## src/design/clts_pkg.sv

```systemverilog
package clts_pkg;

    localparam int QUEUE_DEPTH_DEF = 2;

    typedef enum logic [3:0] {
        KIND_IDENT   = 4'd0,
        KIND_NUMBER  = 4'd1,
        KIND_PLUS    = 4'd2,
        KIND_MINUS   = 4'd3,
        KIND_STAR    = 4'd4,
        KIND_SLASH   = 4'd5,
        KIND_EQUAL   = 4'd6,
        KIND_SEMI    = 4'd7,
        KIND_LPAREN  = 4'd8,
        KIND_RPAREN  = 4'd9,
        KIND_LBRACE  = 4'd10,
        KIND_RBRACE  = 4'd11,
        KIND_EOF     = 4'd12,
        KIND_INVALID = 4'd13
    } kind_t;

    typedef enum logic [1:0] {
        RUN_NONE   = 2'd0,
        RUN_NUMBER = 2'd1,
        RUN_WORD   = 2'd2
    } run_mode_t;

    localparam logic [7:0] CH_UNDERSCORE = 8'h5F;
    localparam logic [7:0] CH_NEWLINE    = 8'h0A;
    localparam logic [7:0] CH_TAB        = 8'h09;
    localparam logic [7:0] CH_VTAB       = 8'h0B;
    localparam logic [7:0] CH_FORMFEED   = 8'h0C;
    localparam logic [7:0] CH_RETURN     = 8'h0D;
    localparam logic [7:0] CH_SPACE      = 8'h20;
    localparam logic [7:0] CH_PLUS       = 8'h2B;
    localparam logic [7:0] CH_MINUS      = 8'h2D;
    localparam logic [7:0] CH_STAR       = 8'h2A;
    localparam logic [7:0] CH_SLASH      = 8'h2F;
    localparam logic [7:0] CH_EQUAL      = 8'h3D;
    localparam logic [7:0] CH_SEMI       = 8'h3B;
    localparam logic [7:0] CH_LPAREN     = 8'h28;
    localparam logic [7:0] CH_RPAREN     = 8'h29;
    localparam logic [7:0] CH_LBRACE     = 8'h7B;
    localparam logic [7:0] CH_RBRACE     = 8'h7D;

    typedef struct packed {
        kind_t       kind;
        logic [23:0] line;
        logic [15:0] column;
        logic [31:0] offset;
        logic [15:0] length;
        logic [7:0]  bad;
    } tok_t;

    // one or two tokens caused by a single input beat
    typedef struct packed {
        tok_t first;
        tok_t second;
        logic two;
    } tok_pair_t;

    function automatic logic is_single(input logic [7:0] c);
        return c == CH_PLUS || c == CH_MINUS || c == CH_STAR || c == CH_SLASH
            || c == CH_EQUAL || c == CH_SEMI || c == CH_LPAREN || c == CH_RPAREN
            || c == CH_LBRACE || c == CH_RBRACE;
    endfunction

    function automatic kind_t single_kind(input logic [7:0] c);
        kind_t k;
        case (c)
            CH_PLUS:   k = KIND_PLUS;
            CH_MINUS:  k = KIND_MINUS;
            CH_STAR:   k = KIND_STAR;
            CH_SLASH:  k = KIND_SLASH;
            CH_EQUAL:  k = KIND_EQUAL;
            CH_SEMI:   k = KIND_SEMI;
            CH_LPAREN: k = KIND_LPAREN;
            CH_RPAREN: k = KIND_RPAREN;
            CH_LBRACE: k = KIND_LBRACE;
            CH_RBRACE: k = KIND_RBRACE;
            default:   k = KIND_INVALID;
        endcase
        return k;
    endfunction

endpackage

```

## src/design/clts_core.sv

```systemverilog
module clts_core (
    input  logic                 clk,
    input  logic                 rst_n,
    input  logic                 step,
    input  logic                 op,
    input  logic [7:0]           ch,
    output logic                 any,
    output clts_pkg::tok_pair_t  pair
);
    import clts_pkg::*;

    run_mode_t   mode_reg,   mode_next;
    logic [23:0] line_reg,   line_next;
    logic [15:0] col_reg,    col_next;
    logic [31:0] off_reg,    off_next;
    logic [23:0] rline_reg,  rline_next;
    logic [15:0] rcol_reg,   rcol_next;
    logic [31:0] roff_reg,   roff_next;
    logic [15:0] rlen_reg,   rlen_next;

    logic        c_digit, c_alpha, c_word, c_space, c_single;
    logic        extend, close_run, own_valid;
    logic [23:0] line_inc;
    logic [15:0] col_inc, rlen_inc;
    logic [31:0] off_inc;
    tok_t        run_tok, own_tok;

    always_comb
    begin
        c_digit  = ch inside {[8'h30:8'h39]};
        c_alpha  = ch inside {[8'h41:8'h5A], [8'h61:8'h7A]};
        c_word   = c_digit || c_alpha || ch == CH_UNDERSCORE;
        c_space  = ch inside {CH_SPACE, CH_TAB, CH_NEWLINE, CH_VTAB, CH_FORMFEED, CH_RETURN};
        c_single = is_single(ch);

        line_inc = (line_reg != '1) ? line_reg + 24'd1 : line_reg;
        col_inc  = (col_reg != '1) ? col_reg + 16'd1 : col_reg;
        off_inc  = (off_reg != '1) ? off_reg + 32'd1 : off_reg;
        rlen_inc = (rlen_reg != '1) ? rlen_reg + 16'd1 : rlen_reg;

        extend    = !op && ((mode_reg == RUN_NUMBER && c_digit)
                         || (mode_reg == RUN_WORD && c_word));
        close_run = !extend && mode_reg != RUN_NONE;

        run_tok.kind   = (mode_reg == RUN_NUMBER) ? KIND_NUMBER : KIND_IDENT;
        run_tok.line   = rline_reg;
        run_tok.column = rcol_reg;
        run_tok.offset = roff_reg;
        run_tok.length = rlen_reg;
        run_tok.bad    = 8'd0;

        own_tok.line   = line_reg;
        own_tok.column = col_reg;
        own_tok.offset = off_reg;
        own_tok.length = 16'd1;
        own_tok.bad    = 8'd0;
        own_tok.kind   = KIND_INVALID;
        own_valid      = 1'b0;
        if (op)
        begin
            own_tok.kind   = KIND_EOF;
            own_tok.length = 16'd0;
            own_valid      = 1'b1;
        end
        else if (c_single)
        begin
            own_tok.kind = single_kind(ch);
            own_valid    = 1'b1;
        end
        else if (!extend && !c_space && !c_word)
        begin
            own_tok.bad = ch;
            own_valid   = 1'b1;
        end

        any         = close_run || own_valid;
        pair.first  = close_run ? run_tok : own_tok;
        pair.second = own_tok;
        pair.two    = close_run && own_valid;

        mode_next  = mode_reg;
        line_next  = line_reg;
        col_next   = col_reg;
        off_next   = off_reg;
        rline_next = rline_reg;
        rcol_next  = rcol_reg;
        roff_next  = roff_reg;
        rlen_next  = rlen_reg;
        if (op)
        begin
            mode_next  = RUN_NONE;
            line_next  = 24'd1;
            col_next   = 16'd1;
            off_next   = 32'd0;
            rline_next = 24'd1;
            rcol_next  = 16'd1;
            roff_next  = 32'd0;
            rlen_next  = 16'd0;
        end
        else if (extend)
        begin
            rlen_next = rlen_inc;
            col_next  = col_inc;
            off_next  = off_inc;
        end
        else
        begin
            mode_next = RUN_NONE;
            off_next  = off_inc;
            if (ch == CH_NEWLINE)
            begin
                line_next = line_inc;
                col_next  = 16'd1;
            end
            else
            begin
                col_next = col_inc;
            end
            if (!c_single && c_word)
            begin
                mode_next  = c_digit ? RUN_NUMBER : RUN_WORD;
                rline_next = line_reg;
                rcol_next  = col_reg;
                roff_next  = off_reg;
                rlen_next  = 16'd1;
            end
        end
    end

    always_ff @(posedge clk or negedge rst_n)
    begin
        if (!rst_n)
        begin
            mode_reg  <= RUN_NONE;
            line_reg  <= 24'd1;
            col_reg   <= 16'd1;
            off_reg   <= 32'd0;
            rline_reg <= 24'd1;
            rcol_reg  <= 16'd1;
            roff_reg  <= 32'd0;
            rlen_reg  <= 16'd0;
        end
        else if (step)
        begin
            mode_reg  <= mode_next;
            line_reg  <= line_next;
            col_reg   <= col_next;
            off_reg   <= off_next;
            rline_reg <= rline_next;
            rcol_reg  <= rcol_next;
            roff_reg  <= roff_next;
            rlen_reg  <= rlen_next;
        end
    end

    // an open run never has zero length and columns never drop to zero
    a_run_len: assert property (@(posedge clk) disable iff (!rst_n)
        mode_reg != RUN_NONE |-> rlen_reg != 16'd0)
        else $error("open run with zero length");

    a_col_nonzero: assert property (@(posedge clk) disable iff (!rst_n)
        col_reg != 16'd0 && line_reg != 24'd0)
        else $error("position counter reached zero");

    // end of source always restores the start position
    a_eof_clear: assert property (@(posedge clk) disable iff (!rst_n)
        step && op |=> mode_reg == RUN_NONE && off_reg == 32'd0 && col_reg == 16'd1)
        else $error("position not cleared after end of source");

endmodule

```

## src/design/c_like_token_scanner.sv

```systemverilog
// channel  | handshake                  | payload
// ---------+----------------------------+--------------------------------------------
// input    | in_valid / in_ready        | op, ch
// result   | out_valid / out_ready      | kind, tok_line, tok_column, tok_offset,
//          |                            | tok_length, bad_byte, tok_file, run_last
// config   | cfg_wr_en (no wait)        | cfg_wr_data -> file_id
//
// One input beat per cycle unless the queue is full; each beat gives zero, one or two
// result beats, delivered one per cycle while out_ready is high, a pair in turn.
// Input beat is registered, scanned combinationally and its tokens pushed as one entry
// into a QUEUE_DEPTH-entry result queue; tokens leave no earlier than the cycle after.
// The input stage stalls while the queue is full, including a cycle that drains it.
// Reset (rst_n, async) clears position to line 1, column 1, offset 0 and file_id to 0.
module c_like_token_scanner #(
    parameter int QUEUE_DEPTH = clts_pkg::QUEUE_DEPTH_DEF
) (
    input  logic        clk,
    input  logic        rst_n,
    input  logic        cfg_wr_en,
    input  logic [31:0] cfg_wr_data,
    input  logic        in_valid,
    output logic        in_ready,
    input  logic        op,
    input  logic [7:0]  ch,
    output logic        out_valid,
    input  logic        out_ready,
    output logic [3:0]  kind,
    output logic [23:0] tok_line,
    output logic [15:0] tok_column,
    output logic [31:0] tok_offset,
    output logic [15:0] tok_length,
    output logic [7:0]  bad_byte,
    output logic [31:0] tok_file,
    output logic        run_last
);
    import clts_pkg::*;

    localparam int PW = (QUEUE_DEPTH > 2) ? $clog2(QUEUE_DEPTH) : 1;
    localparam int CW = $clog2(QUEUE_DEPTH + 1);

    logic [31:0]   file_reg;
    logic          stg_valid_reg;
    logic          stg_op_reg;
    logic [7:0]    stg_ch_reg;
    logic          stg_adv;
    logic          any;
    tok_pair_t     pair;
    tok_pair_t     q_reg [QUEUE_DEPTH];
    tok_pair_t     head;
    tok_t          cur;
    logic [PW-1:0] wr_ptr_reg, rd_ptr_reg;
    logic [CW-1:0] cnt_reg, cnt_next;
    logic          sub_reg;
    logic          push, pop_beat, pop_entry;

    always_ff @(posedge clk or negedge rst_n)
    begin
        if (!rst_n)
            file_reg <= 32'd0;
        else if (cfg_wr_en)
            file_reg <= cfg_wr_data;
    end

    assign stg_adv  = stg_valid_reg && (cnt_reg != CW'(QUEUE_DEPTH));
    assign in_ready = !stg_valid_reg || stg_adv;

    always_ff @(posedge clk or negedge rst_n)
    begin
        if (!rst_n)
            stg_valid_reg <= 1'b0;
        else if (in_ready)
            stg_valid_reg <= in_valid;
    end

    always_ff @(posedge clk)
    begin
        if (in_valid && in_ready)
        begin
            stg_op_reg <= op;
            stg_ch_reg <= ch;
        end
    end

    clts_core u_core (
        .clk   (clk),
        .rst_n (rst_n),
        .step  (stg_adv),
        .op    (stg_op_reg),
        .ch    (stg_ch_reg),
        .any   (any),
        .pair  (pair)
    );

    always_comb
    begin
        head      = q_reg[rd_ptr_reg];
        cur       = sub_reg ? head.second : head.first;
        out_valid = cnt_reg != '0;
        run_last  = sub_reg || !head.two;
        pop_beat  = out_valid && out_ready;
        pop_entry = pop_beat && run_last;
        push      = stg_adv && any;
        cnt_next  = cnt_reg;
        if (push && !pop_entry)
            cnt_next = cnt_reg + CW'(1);
        else if (!push && pop_entry)
            cnt_next = cnt_reg - CW'(1);
    end

    assign kind       = cur.kind;
    assign tok_line   = cur.line;
    assign tok_column = cur.column;
    assign tok_offset = cur.offset;
    assign tok_length = cur.length;
    assign bad_byte   = cur.bad;
    assign tok_file   = file_reg;

    always_ff @(posedge clk)
    begin
        if (push)
            q_reg[wr_ptr_reg] <= pair;
    end

    always_ff @(posedge clk or negedge rst_n)
    begin
        if (!rst_n)
        begin
            wr_ptr_reg <= '0;
            rd_ptr_reg <= '0;
            cnt_reg    <= '0;
            sub_reg    <= 1'b0;
        end
        else
        begin
            cnt_reg <= cnt_next;
            if (push)
                wr_ptr_reg <= (wr_ptr_reg == PW'(QUEUE_DEPTH - 1)) ? '0 : wr_ptr_reg + PW'(1);
            if (pop_entry)
                rd_ptr_reg <= (rd_ptr_reg == PW'(QUEUE_DEPTH - 1)) ? '0 : rd_ptr_reg + PW'(1);
            if (pop_beat)
                sub_reg <= !run_last;
        end
    end

    a_cnt_bound: assert property (@(posedge clk) disable iff (!rst_n)
        cnt_reg <= CW'(QUEUE_DEPTH))
        else $error("result queue overfilled");

    a_sub_two: assert property (@(posedge clk) disable iff (!rst_n)
        sub_reg |-> out_valid && head.two)
        else $error("second token selected from single-token entry");

    a_eof_last: assert property (@(posedge clk) disable iff (!rst_n)
        out_valid && kind == KIND_EOF |-> run_last && tok_length == 16'd0)
        else $error("end-of-file token not last of its beat");

    a_first_beat: assert property (@(posedge clk) disable iff (!rst_n)
        pop_beat && !run_last |=> sub_reg && out_valid)
        else $error("second token of a pair lost");

endmodule

```

## config.mk

```make
export PLATFORM = sky130hd
export DESIGN_NAME = c_like_token_scanner
export DESIGN_NICKNAME = d
export VERILOG_FILES = /design/src/design/clts_pkg.sv /design/src/design/clts_core.sv /design/src/design/c_like_token_scanner.sv
export SDC_FILE = /design/constraint.sdc
export NUM_CORES = 1
export LEC_CHECK = 0
export BUFFER_PORTS_ARGS = -buffer_cell sky130_fd_sc_hd__buf_2
export CORE_MARGIN = 10
export CORE_UTILIZATION = 65
export CTS_CLUSTER_DIAMETER = 80
export DETAILED_ROUTE_END_ITERATION = 16
export PLACE_DENSITY = 0.88
export SETUP_SLACK_MARGIN = 0.02
export SLEW_MARGIN = 10
export SYNTH_ARGS = -nofsm -noshare
export SYNTH_HDL_FRONTEND = slang
export SYNTH_SLANG_ARGS = --single-unit
```

## constraint.sdc

```tcl
create_clock -name clk -period 23.4 [get_ports clk]
set_input_delay 2.34 -clock clk [delete_from_list [all_inputs] [get_ports clk]]
set_output_delay 2.34 -clock clk [all_outputs]
set_load 0.05 [all_outputs]
```

## After elaboration in Yosys (flattened, before gate mapping)

Memory sizes are Yosys's and may differ from the RTL's.
Index checks and enable logic that the tools add are counted.

- Input port bits: 46
- Memories: 1
- Word-level logic and storage cells: 161
- Register bits after elaboration: 209
- Bits in writable memories: 372
- Output and inout port bits: 135

- Magnitude comparators: 6
- $add $sub $neg: 8
- Reductions and logical operators: 58
- Equal/unequal tests: 26
- Mux-type cells: 46

Memories:

| memory | depth | bits a word | read ports | clocked after memory_dff | write ports | line | RTL |
|---|---|---|---|---|---|---|---|
| q_reg | 2 | 186 | 1 | 0 | 1 | c_like_token_scanner.sv:48 | `tok_pair_t q_reg [QUEUE_DEPTH];` |

Operators with widths:

| cell | number |
|---|---|
| $mux W100 | 2 |
| $mux W16 | 11 |
| $mux W24 | 7 |
| $mux W32 | 5 |
| $eq A8 B6 Y1 const B | 9 |
| $eq A8 B4 Y1 const B | 5 |
| $pmux W4 S10 | 1 |
| $add A16 B1 Y16 const B | 2 |
| $add A32 B1 Y32 const B | 1 |
| $ne A16 B16 Y1 const B | 2 |
| $ne A32 B32 Y1 const B | 1 |
| $add A24 B1 Y24 const B | 1 |
| $eq A8 B7 Y1 const B | 3 |
| $mux W8 | 3 |
| $ne A24 B24 Y1 const B | 1 |
| $logic_and A1 B1 Y1 | 18 |
| $ge A8 B7 Y1 const B | 2 |
| $le A8 B7 Y1 const B | 2 |
| $reduce_bool A2 Y1 | 8 |
| $logic_or A1 B1 Y1 | 15 |
| $mux W2 | 6 |
| $logic_not A1 Y1 | 10 |
| $mux W1 | 9 |
| $ge A8 B6 Y1 const B | 1 |
| other kinds (14) | 19 |

## Longest topological paths before layout

Gate-level depths: netlist (run 1).

- Depth in word-level cells: 20
- Gate-level depth with buffers: 11
- Depth with buffers taken out: 9

## Cells and area by module

From an unflattened synthesis (run 1), not the netlist that was laid out.

- Cell total of the unflattened synthesis: 1642
- Area, all modules: 25904.8 µm²

By module, submodules not included:

| module | area each (µm²) | cells each | times used | seq. area each (µm²) |
|---|---|---|---|---|
| c_like_token_scanner | 16336.9 | 634 | 1 | 13292.7 |
| clts_core | 9567.9 | 1008 | 1 | 4058.9 |

## Worst setup path after synthesis (run 1)

Ideal clock, no wire load.

- Path kind: flip-flop to flip-flop
- From: register stg_ch_reg[1]
- To: memory q_reg[0][0] (netlist bit), enable pin
- Data required time: 22.643 ns
- Stages on the path, launching flop included: 8
- Data arrival time: 10.107 ns
- Path buffers: 2
- Setup slack: 12.536 ns
- Library setup time: 0.757 ns
- Cells stage by stage: edfxtp_1 buf_2 nor4b_1 nor2_1 a311o_1 clkbuf_1 a21oi_1 nor2b_1

- Longest elaborated chain between the ends: 18

Ends and longest elaborated chain:

| element | line | RTL |
|---|---|---|
| start: declaration | c_like_token_scanner.sv:44 | `logic [7:0] stg_ch_reg;` |
| start signal: assignment | c_like_token_scanner.sv:80 | `stg_ch_reg <= ch;` |
| $ge A8 B7 Y1 or $le A8 B7 Y1 (tied branches) | clts_core.sv:31 | `c_alpha = ch inside {[8'h41:8'h5A], [8'h61:8'h7A]};` |
| $logic_and A1 B1 Y1 | clts_core.sv:31 |  |
| $reduce_bool A2 Y1 | clts_core.sv:31 |  |
| $logic_or A1 B1 Y1 (2 in series) | clts_core.sv:32 | `c_word = c_digit \|\| c_alpha \|\| ch == CH_UNDERSCORE;` |
| $logic_and A1 B1 Y1 | clts_core.sv:42 | `\|\| (mode_reg == RUN_WORD && c_word));` |
| $logic_or A1 B1 Y1 | clts_core.sv:42 |  |
| $logic_and A1 B1 Y1 | clts_core.sv:41 | `extend = !op && ((mode_reg == RUN_NUMBER && c_digit)` |
| $logic_not A1 Y1 | clts_core.sv:43, clts_core.sv:70 |  |
| $logic_and A1 B1 Y1 (2 in series) | clts_core.sv:70 | `else if (!extend && !c_space && !c_word)` |
| $mux W1 | clts_core.sv:70 |  |
| $mux W1 | clts_core.sv:65 | `else if (c_single)` |
| $mux W1 | clts_core.sv:59 | `if (op)` |
| $logic_or A1 B1 Y1 * | clts_core.sv:76 | `any = close_run \|\| own_valid;` |
| $logic_and A1 B1 Y1 * | c_like_token_scanner.sv:102 | `push = stg_adv && any;` |
| net push | c_like_token_scanner.sv:54 | `logic push, pop_beat, pop_entry;` |
| $mux W1 * | c_like_token_scanner.sv:120 | `if (push)` |
| $mux W1 (implied by the code) * | c_like_token_scanner.sv:121 | `q_reg[wr_ptr_reg] <= pair;` |
| end: declaration | c_like_token_scanner.sv:48 |  |

Mark *: on every way through the listed nets, which the timed path passes. The rest lies on a longest branch.

## Worst setup path in the final report (run 1)

- From: register rd_ptr_reg
- To: output tok_column[15]

- Longest elaborated chain between the ends: 2

Ends and longest elaborated chain:

| element | line | RTL |
|---|---|---|
| start: declaration | c_like_token_scanner.sv:51 | `logic [PW-1:0] wr_ptr_reg, rd_ptr_reg;` |
| start signal: assignment | c_like_token_scanner.sv:139 | `rd_ptr_reg <= (rd_ptr_reg == PW'(QUEUE_DEPTH - 1)) ? '0 : rd_ptr_reg + PW'(1);` |
| $mem_v2 Z2 W186 | - |  |
| $mux W100 | c_like_token_scanner.sv:97 | `cur = sub_reg ? head.second : head.first;` |
| end: declaration | c_like_token_scanner.sv:29 | `output logic [15:0] tok_column,` |

No other way between the ends.

==> results of run 1 <==
kinds of logic after synthesis:
logic type,after synthesis
mux,137
simple gates,738
xor+xnor,68
fa+ha+maj,5
buf+inv,115
compound gates,151
flops,581
power by group through the flow:
stage / combinational [mW] / clock (mW) / sequential (mW)
5_1_grt: 1.35 / 0.978 / 1.55
2_1_floorplan: 0.997 / 0 / 1.53
3_5_place_dp: 1.28 / 0 / 1.54
3_3_place_gp: 1.26 / 0 / 1.53
4_1_cts: 1.29 / 0.935 / 1.53
6_report: 1.28 / 0.922 / 1.53
routing by layer:
metal,routed length (um),part of all wire,global-route usage
met1,21500,0.40,0.319
met2,26900,0.50,0.402
met3,3950,0.073,0.0473
met4,1640,0.030,0.0917
met5,0,0,0
cell usage in the layout, fill, tap and decap left out, types with 4 or more instances in the layout:
master	n
nand2_1	392
edfxtp_1	381
dfrtp_1	194
buf_2	179
nor2_1	125
mux4_2	85
o21ai_0	82
clkbuf_16	58
nand3_1	46
xor2_1	41
and2_1	33
mux2_2	33
and3_1	27
xnor2_1	27
nand4_1	26
buf_4	22
a21oi_1	21
mux2i_1	19
nor3_1	17
clkbuf_1	15
o31ai_1	11
nor4_1	11
and4_1	11
inv_1	9
nor2b_1	9
clkinv_2	9
or3_1	8
a31oi_1	7
bufinv_16	7
nand2b_1	6
clkinv_1	6
clkbuf_8	6
or4_1	5
ha_1	5
nor4b_1	4
dfstp_2	4
through the flow:
step	hold slack (ps)	util	worst slack, ps	instance area [sq um]
2_1_floorplan	435	-	12540	24300
4_1_cts	461	0.747	17330	27500
6_report	459	0.748	17480	27500
5_1_grt	496	0.748	17180	27500
3_3_place_gp	441	0.696	17990	25600
3_5_place_dp	452	0.696	18000	25600
tightest hold or removal path: cells and delay by family, from the launching register on:
family | cells | cell delay (ps)
flops | 1 | 370
simple gates | 2 | 90
final timing paths:
check	from	endpoint	cells past startpoint
max in group asynchronous	rst_n	u_core.rline_reg[21]	3
hold / removal	u_core.rline_reg[0]	u_core.rline_reg[0]	2
setup / recovery	rd_ptr_reg	tok_column[15]	3
hold reg to reg	u_core.rline_reg[0]	u_core.rline_reg[0]	2
min in group asynchronous	rst_n	u_core.rline_reg[9]	1
setup reg to reg	stg_ch_reg[2]	q_reg[0][134]	8
area by class of cell:
type	instances	share of cell area
inverter	10	0.00136
clock inverter	27	0.0116
multi-input combinational	1099	0.270
clock buffer	78	0.0573
timing repair buffer	203	0.0401
sequential	581	0.598
tap	468	0.0213
synth_stat cells, types with 4 or more instances:
cell      number  share of area
or4_1          5         0.0015
a31oi_1        7         0.0018
inv_1          9         0.0014
nand4_1       26         0.0067
and2_1        34         0.0088
nor4_1        11         0.0028
ha_1           5         0.0026
a21oi_1       21         0.0043
buf_1         15         0.0023
nor3_1        17         0.0035
nand3_1       46         0.0095
nor4b_1        4         0.0014
mux2_2        33          0.015
dfstp_2        4         0.0043
o31ai_1       11         0.0034
nor2b_1       10         0.0026
edfxtp_1     381           0.47
xnor2_1       27         0.0097
and4_1        11         0.0040
clkbuf_1      67          0.010
dfrtp_1      196           0.20
o21ai_0       83          0.017
xor2_1        41          0.015
nand2_1      392          0.061
buf_2         22         0.0045
and3_1        27         0.0070
nand2b_1       6         0.0015
mux4_2        85          0.079
mux2i_1       19         0.0078
or3_1          8         0.0021
nor2_1       126          0.019
==> summary.txt, run 1 <==
Synthesis
  • Post-Syn Area: 24,300 sq um
  • Ys Warns: 0
  • Post-Synth Adder-Cell Area: 0.00257
  • Synth Area in Compound Gates: 0.0375
  • Post-synth EDFFs: 381
  • Post-Synth Simple-Gate Area: 0.137
  • Netlist cell types: 66
  • Mux cell area share after synthesis: 0.102
  • Most used DFF post-synth: edfxtp_1
  • Synthesized Nets: 1,846
  • FF+latch count, synth: 581
  • Largest family of logic cells by synthesized area: simple AND/OR/NAND/NOR gates
  • Post-Synth XOR/XNOR Area: 0.0245
  • Synthesized area per cell: 13.5 sq um
  • Ys async rst share: 0.344
  • Mapped Cells: 1,795
  • Seq/Total Area, Yosys: 0.677

Clock network
  • # H-tree levels: 2
  • Clock Tree Buf Depth: 3
  • CTS Root Buffer Type: clkbuf_16
  • Clock Latency Late Sink: 600 ps
  • Post-CTS Hold Fix Bufs: 0
  • Clock slew at reported path FFs: 60 ps
  • CTS tree: built
  • CTS Sinks: 581
  • PostCTS Resize Cnt: 0
  • Post-CTS Repair Setup Buffers: 0
  • CTS buffer count: 57

Route
  • Final wirelength: 54.0 mm
  • DR WL/cell: 21.9 um
  • Drt pass-1 iters: 5
  • Initial drt markers: 1,273
  • Via Count: 15,300
  • Antenna viol nets, final: 0
  • Remaining DRCs: 0
  • Vias per inst: 6.20

Place
  • Routability Congestion: 0.840
  • Port Buffers: 180
  • Placed cell count: 2,360
  • Detailed placer's ending HPWL: 32.7 mm

Global route
  • Initial antenna violation count: 0
  • Vias in the first global route: 15,800
  • Gr usage total: 0.244
  • First-pass GRT wire length: 86.8 mm
  • Largest net degree at the start of global routing: 84
  • Total grt overflow: 0

Power
  • Sw Pwr: 1.45 mW
  • Static Leak: 10.8 nW
  • Peak VDD IR: 0.124 mV
  • Power Total: 3.73 mW
  • Clk network pwr share: 0.247
  • Sequential share of power: 0.410
  • Sw frac: 0.388
  • Power per cell area: 135 nW/um^2
  • Pint: 2.28 mW
  • Gate power share: 0.343

STA
  • Max Fclk: 169 MHz
  • Slew @ Worst Pin: 1120 ps
  • Post-Route Setup TNS: 0 ps
  • Slew Viols, Final: 0
  • Minimum clock period: 5920 ps
  • Final Hold Vio Count: 0
  • RSZ-0062 raised after global routing: no
  • Tcrit/Tclk final: 0.253
  • Rel. slew slack: 0.253
  • Setup Viol. Count Final: 0
  • Clock Skews: 16.0 ps

Critical path
  • Crit. End Element: output pin
  • Buf/Inv on CP: 2
  • Critical Path Fanout Max: 58
  • Critical path's slowest cell: dfrtp_4
  • Critical path, cell by cell: buf_4 -> mux4_2 -> buf_2
  • Req. time, crit path: 21,060 ps
  • Flop2flop setup slack: 18,900 ps
  • Crit path largest cell delay: 1160 ps
  • Largest delay contributor family on the critical path: flip-flops
  • Crit path kind: reg -> out
  • Type of origin of the critical path: flop
  • Crit path DAT: 3580 ps

Floorplan
  • # rows: 70
  • Placeable Area: 36,800 sq um
  • Chip width: 213 um
  • Initial Util: 0.660
  • Die area: 45,500 sq um
  • # IOs: 181
  • Die Y: 213 um

Final layout
  • Diodes inserted: 0
  • Register area: 16,500 sq um
  • Nets: 2,003
  • # fillers: 2,182
  • Layout area overhead: 13.2%
  • Layout cell share with drive strength beyond 1: 0.216
  • Post-route non-filler standard cell count: 2,466
  • Multi-input gate area: 7430 sq um
  • Max reg flops: 372

Flow run
  • Max Cap Violations: 0

Run status
  • Outcome: finished clean

Min path
  • HP Class: reg -> reg
Note: power is estimated with default switching activity, not from simulation.
==> run 2, diff against run 1 <==
CORE_UTILIZATION = 54   (was 65)
PLACE_DENSITY = 0.79   (was 0.88)
clock period = 5.25 ns   (was 23.4 ns; I/O delays follow)
==> run 2 against run 1 <==
Setup slack worse by 16000 ps. Register-to-register slack worse by 17000 ps. Sequential share of layout area is 0.16 points lower. Via count is 2.5% lower. Core utilization is 13 points lower. Flip-flop and latch count stayed put. Critical endpoint is now q_reg[1][173]. Global-route usage is 4.7 points lower. Non-clock buffer count stayed put. Clock skew is 2.1 ps lower. Hold slack worse by 410 ps. Critical path depth is 4 higher.
==> summary.txt, run 2 (same netlist as run 1, synthesis figures left out) <==
Run status
  • Outcome: finished clean

STA
  • Slew @ Worst Pin: 1090 ps (-34.0 ps)
  • Slew Viols, Final: 0 (unchanged)
  • Setup Viol. Count Final: 0 (unchanged)
  • Final WS setup: 1470 ps (-16,010 ps)
  • Post-Route Setup TNS: 0 ps (unchanged)
  • Clock Skews: 14.0 ps (-2.06 ps)
  • Minimum clock period: 3780 ps
  • Rel. slew slack: 0.276 (+0.0227)
  • Max Fclk: 265 MHz
  • RSZ-0062 raised after global routing: no
  • Hold slack: 45.9 ps (-413 ps)
  • Tcrit/Tclk final: 0.720
  • Final Hold Vio Count: 0 (unchanged)

Clock network
  • Clock Latency Late Sink: 590 ps (about the same)
  • CTS tree: built
  • PostCTS Resize Cnt: 0 (unchanged)
  • Post-CTS Repair Setup Buffers: 0 (unchanged)
  • # H-tree levels: 2 (unchanged)
  • CTS Root Buffer Type: clkbuf_16
  • CTS buffer count: 56 (-1.8%)
  • Clock Tree Buf Depth: 3 (unchanged)
  • CTS Sinks: 581 (unchanged)
  • Clock slew at reported path FFs: 60 ps (about the same)
  • Post-CTS Hold Fix Bufs: 0 (unchanged)

Route
  • Final wirelength: 52.7 mm (-2.3%)
  • DR WL/cell: 20.4 um (-7.0%)
  • Vias per inst: 5.76 (-7.1%)
  • Antenna viol nets, final: 0 (unchanged)
  • Via Count: 14,900 (-2.5%)
  • Drt pass-1 iters: 5 (unchanged)
  • Initial drt markers: 1,250 (-1.8%)
  • Remaining DRCs: 0 (unchanged)

Floorplan
  • Placeable Area: 44,300 sq um (+20%)
  • Die area: 53,900 sq um (+18%)
  • # IOs: 181 (unchanged)
  • Chip width: 232 um (+8.8%)
  • Die Y: 232 um (+8.8%)
  • Initial Util: 0.548 (-0.112)
  • # rows: 77 (+10%)

Power
  • Sw Pwr: 6.51 mW (+350%)
  • Gate power share: 0.358 (+0.015)
  • Pint: 9.93 mW (+340%)
  • Clk network pwr share: 0.236 (-0.011)
  • Sequential share of power: 0.407 (-0.003)
  • Peak VDD IR: 0.423 mV (+240%)
  • Power per cell area: 596 nW/um^2 (+340%)
  • Static Leak: 10.7 nW (-0.36%)
  • Sw frac: 0.396 (+0.00796)

Critical path
  • Worst Reg-to-Reg Cells: 7 (-1)
  • FF-to-FF Start: stg_ch_reg[2]
  • Crit path DAT: 4020 ps (+440 ps)
  • Type of origin of the critical path: flop
  • Req. time, crit path: 5490 ps (-15,570 ps)
  • Critical path's slowest cell: and2_4
  • Critical path, cell by cell: nor2_1 -> nor4b_1 -> nor2_1 -> a311o_2 -> a21oi_1 -> and2_4 -> buf_12
  • Buf/Inv on CP: 1 (-1)
  • Critical Path Fanout Max: 77 (+33%)
  • Flop2flop setup slack: 1470 ps (-17,430 ps)
  • CP most frequent cell: nor2_1
  • Reg2reg end: q_reg[1][173]
  • Largest delay contributor family on the critical path: simple AND/OR/NAND/NOR gates
  • Crit path kind: reg -> reg
  • Crit. End Element: flop
  • Crit path largest cell delay: 630 ps (-530 ps)

Place
  • Placed cell count: 2,485 (+5.3%)
  • Port Buffers: 180 (unchanged)
  • Routability Congestion: 0.873 (+3.9%)
  • Pre-CTS setup slack: 1510 ps (-16,490 ps)
  • Detailed placer's ending HPWL: 32.1 mm (-1.9%)

Flow run
  • Max Cap Violations: 0 (unchanged)

Global route
  • Total grt overflow: 0 (unchanged)
  • Largest net degree at the start of global routing: 148 (+76%)
  • Gr usage total: 0.196 (-0.0473)
  • Initial antenna violation count: 1 (+1)
  • First-pass GRT wire length: 84.4 mm (-2.7%)
  • Vias in the first global route: 15,400 (-2.5%)

Final layout
  • Post-route non-filler standard cell count: 2,589 (+5.0%)
  • Layout cell share with drive strength beyond 1: 0.218 (+0.00211)
  • Nets: 2,002 (-0.050%)
  • Most frequent cells in the layout: 392 x nand2_1, 381 x edfxtp_1, 194 x dfrtp_1
  • Max reg flops: 372 (unchanged)
  • Final core occ: 0.622 (-0.125)
  • Most common cell after layout, fill and taps aside: nand2_1
  • Layout area overhead: 13.5%
  • # fillers: 3,293 (+51%)
  • Diodes inserted: 0 (unchanged)

Min path
  • HP Class: in -> async
[run 2: area by class of cell]
class	count	area [sq um]	area share
multi-input cells	1099	7430	0.269
clock inverters	33	253	0.00916
flip-flops and latches	581	16500	0.597
well taps	592	741	0.0269
repair buffers	203	1140	0.0415
inverters	10	37.5	0.00136
clock buffers	71	1520	0.0551
[run 2: how the worst max path moves through the flow]
stage	startpoint	cells after the start	slack, ps	end
6_report	stg_ch_reg[2]	7	1470	q_reg[1][173]
5_1_grt	stg_ch_reg[2]	7	1080	q_reg[1][102]
4_1_cts	stg_ch_reg[2]	7	1490	q_reg[1][103]
3_5_place_dp	stg_ch_reg[2]	7	1510	q_reg[1][101]
3_3_place_gp	stg_ch_reg[2]	7	1600	q_reg[1][101]
2_1_floorplan	stg_ch_reg[1]	7	40	q_reg[0][0]
[run 2: worst register-to-register path, cell delays in order (launching register included)]
cell	delay [ps]
edfxtp_1	570
nor2_1	240
nor4b_1	510
nor2_1	220
a311o_2	380
a21oi_1	330
and2_4	630
buf_12	460
[run 2: through the flow]
stage               instance area (sq um)  power, mW
global route                        27600       17.1
detailed placement                  25800       12.8
floorplan                           24300       11.1
global placement                    25800       12.6
CTS                                 27600       16.6
finish                              27600       16.4
[run 2: layer usage]
metal  track usage  routed length [um]
met2         0.337               27100
met4        0.0649                1390
met3        0.0388                3400
met1         0.247               20800
met5             0                   0
[run 2: power by group through the flow]
| stage | sequential [mW] | clock (mW) | combinational (mW) |
|---|---|---|---|
| final | 6.69 | 3.87 | 5.88 |
| after global routing | 6.81 | 4.12 | 6.21 |
| after CTS | 6.71 | 3.94 | 5.98 |
| after detailed placement | 6.79 | 0 | 5.96 |
| after global placement | 6.70 | 0 | 5.90 |
| after floorplan | 6.63 | 0 | 4.45 |
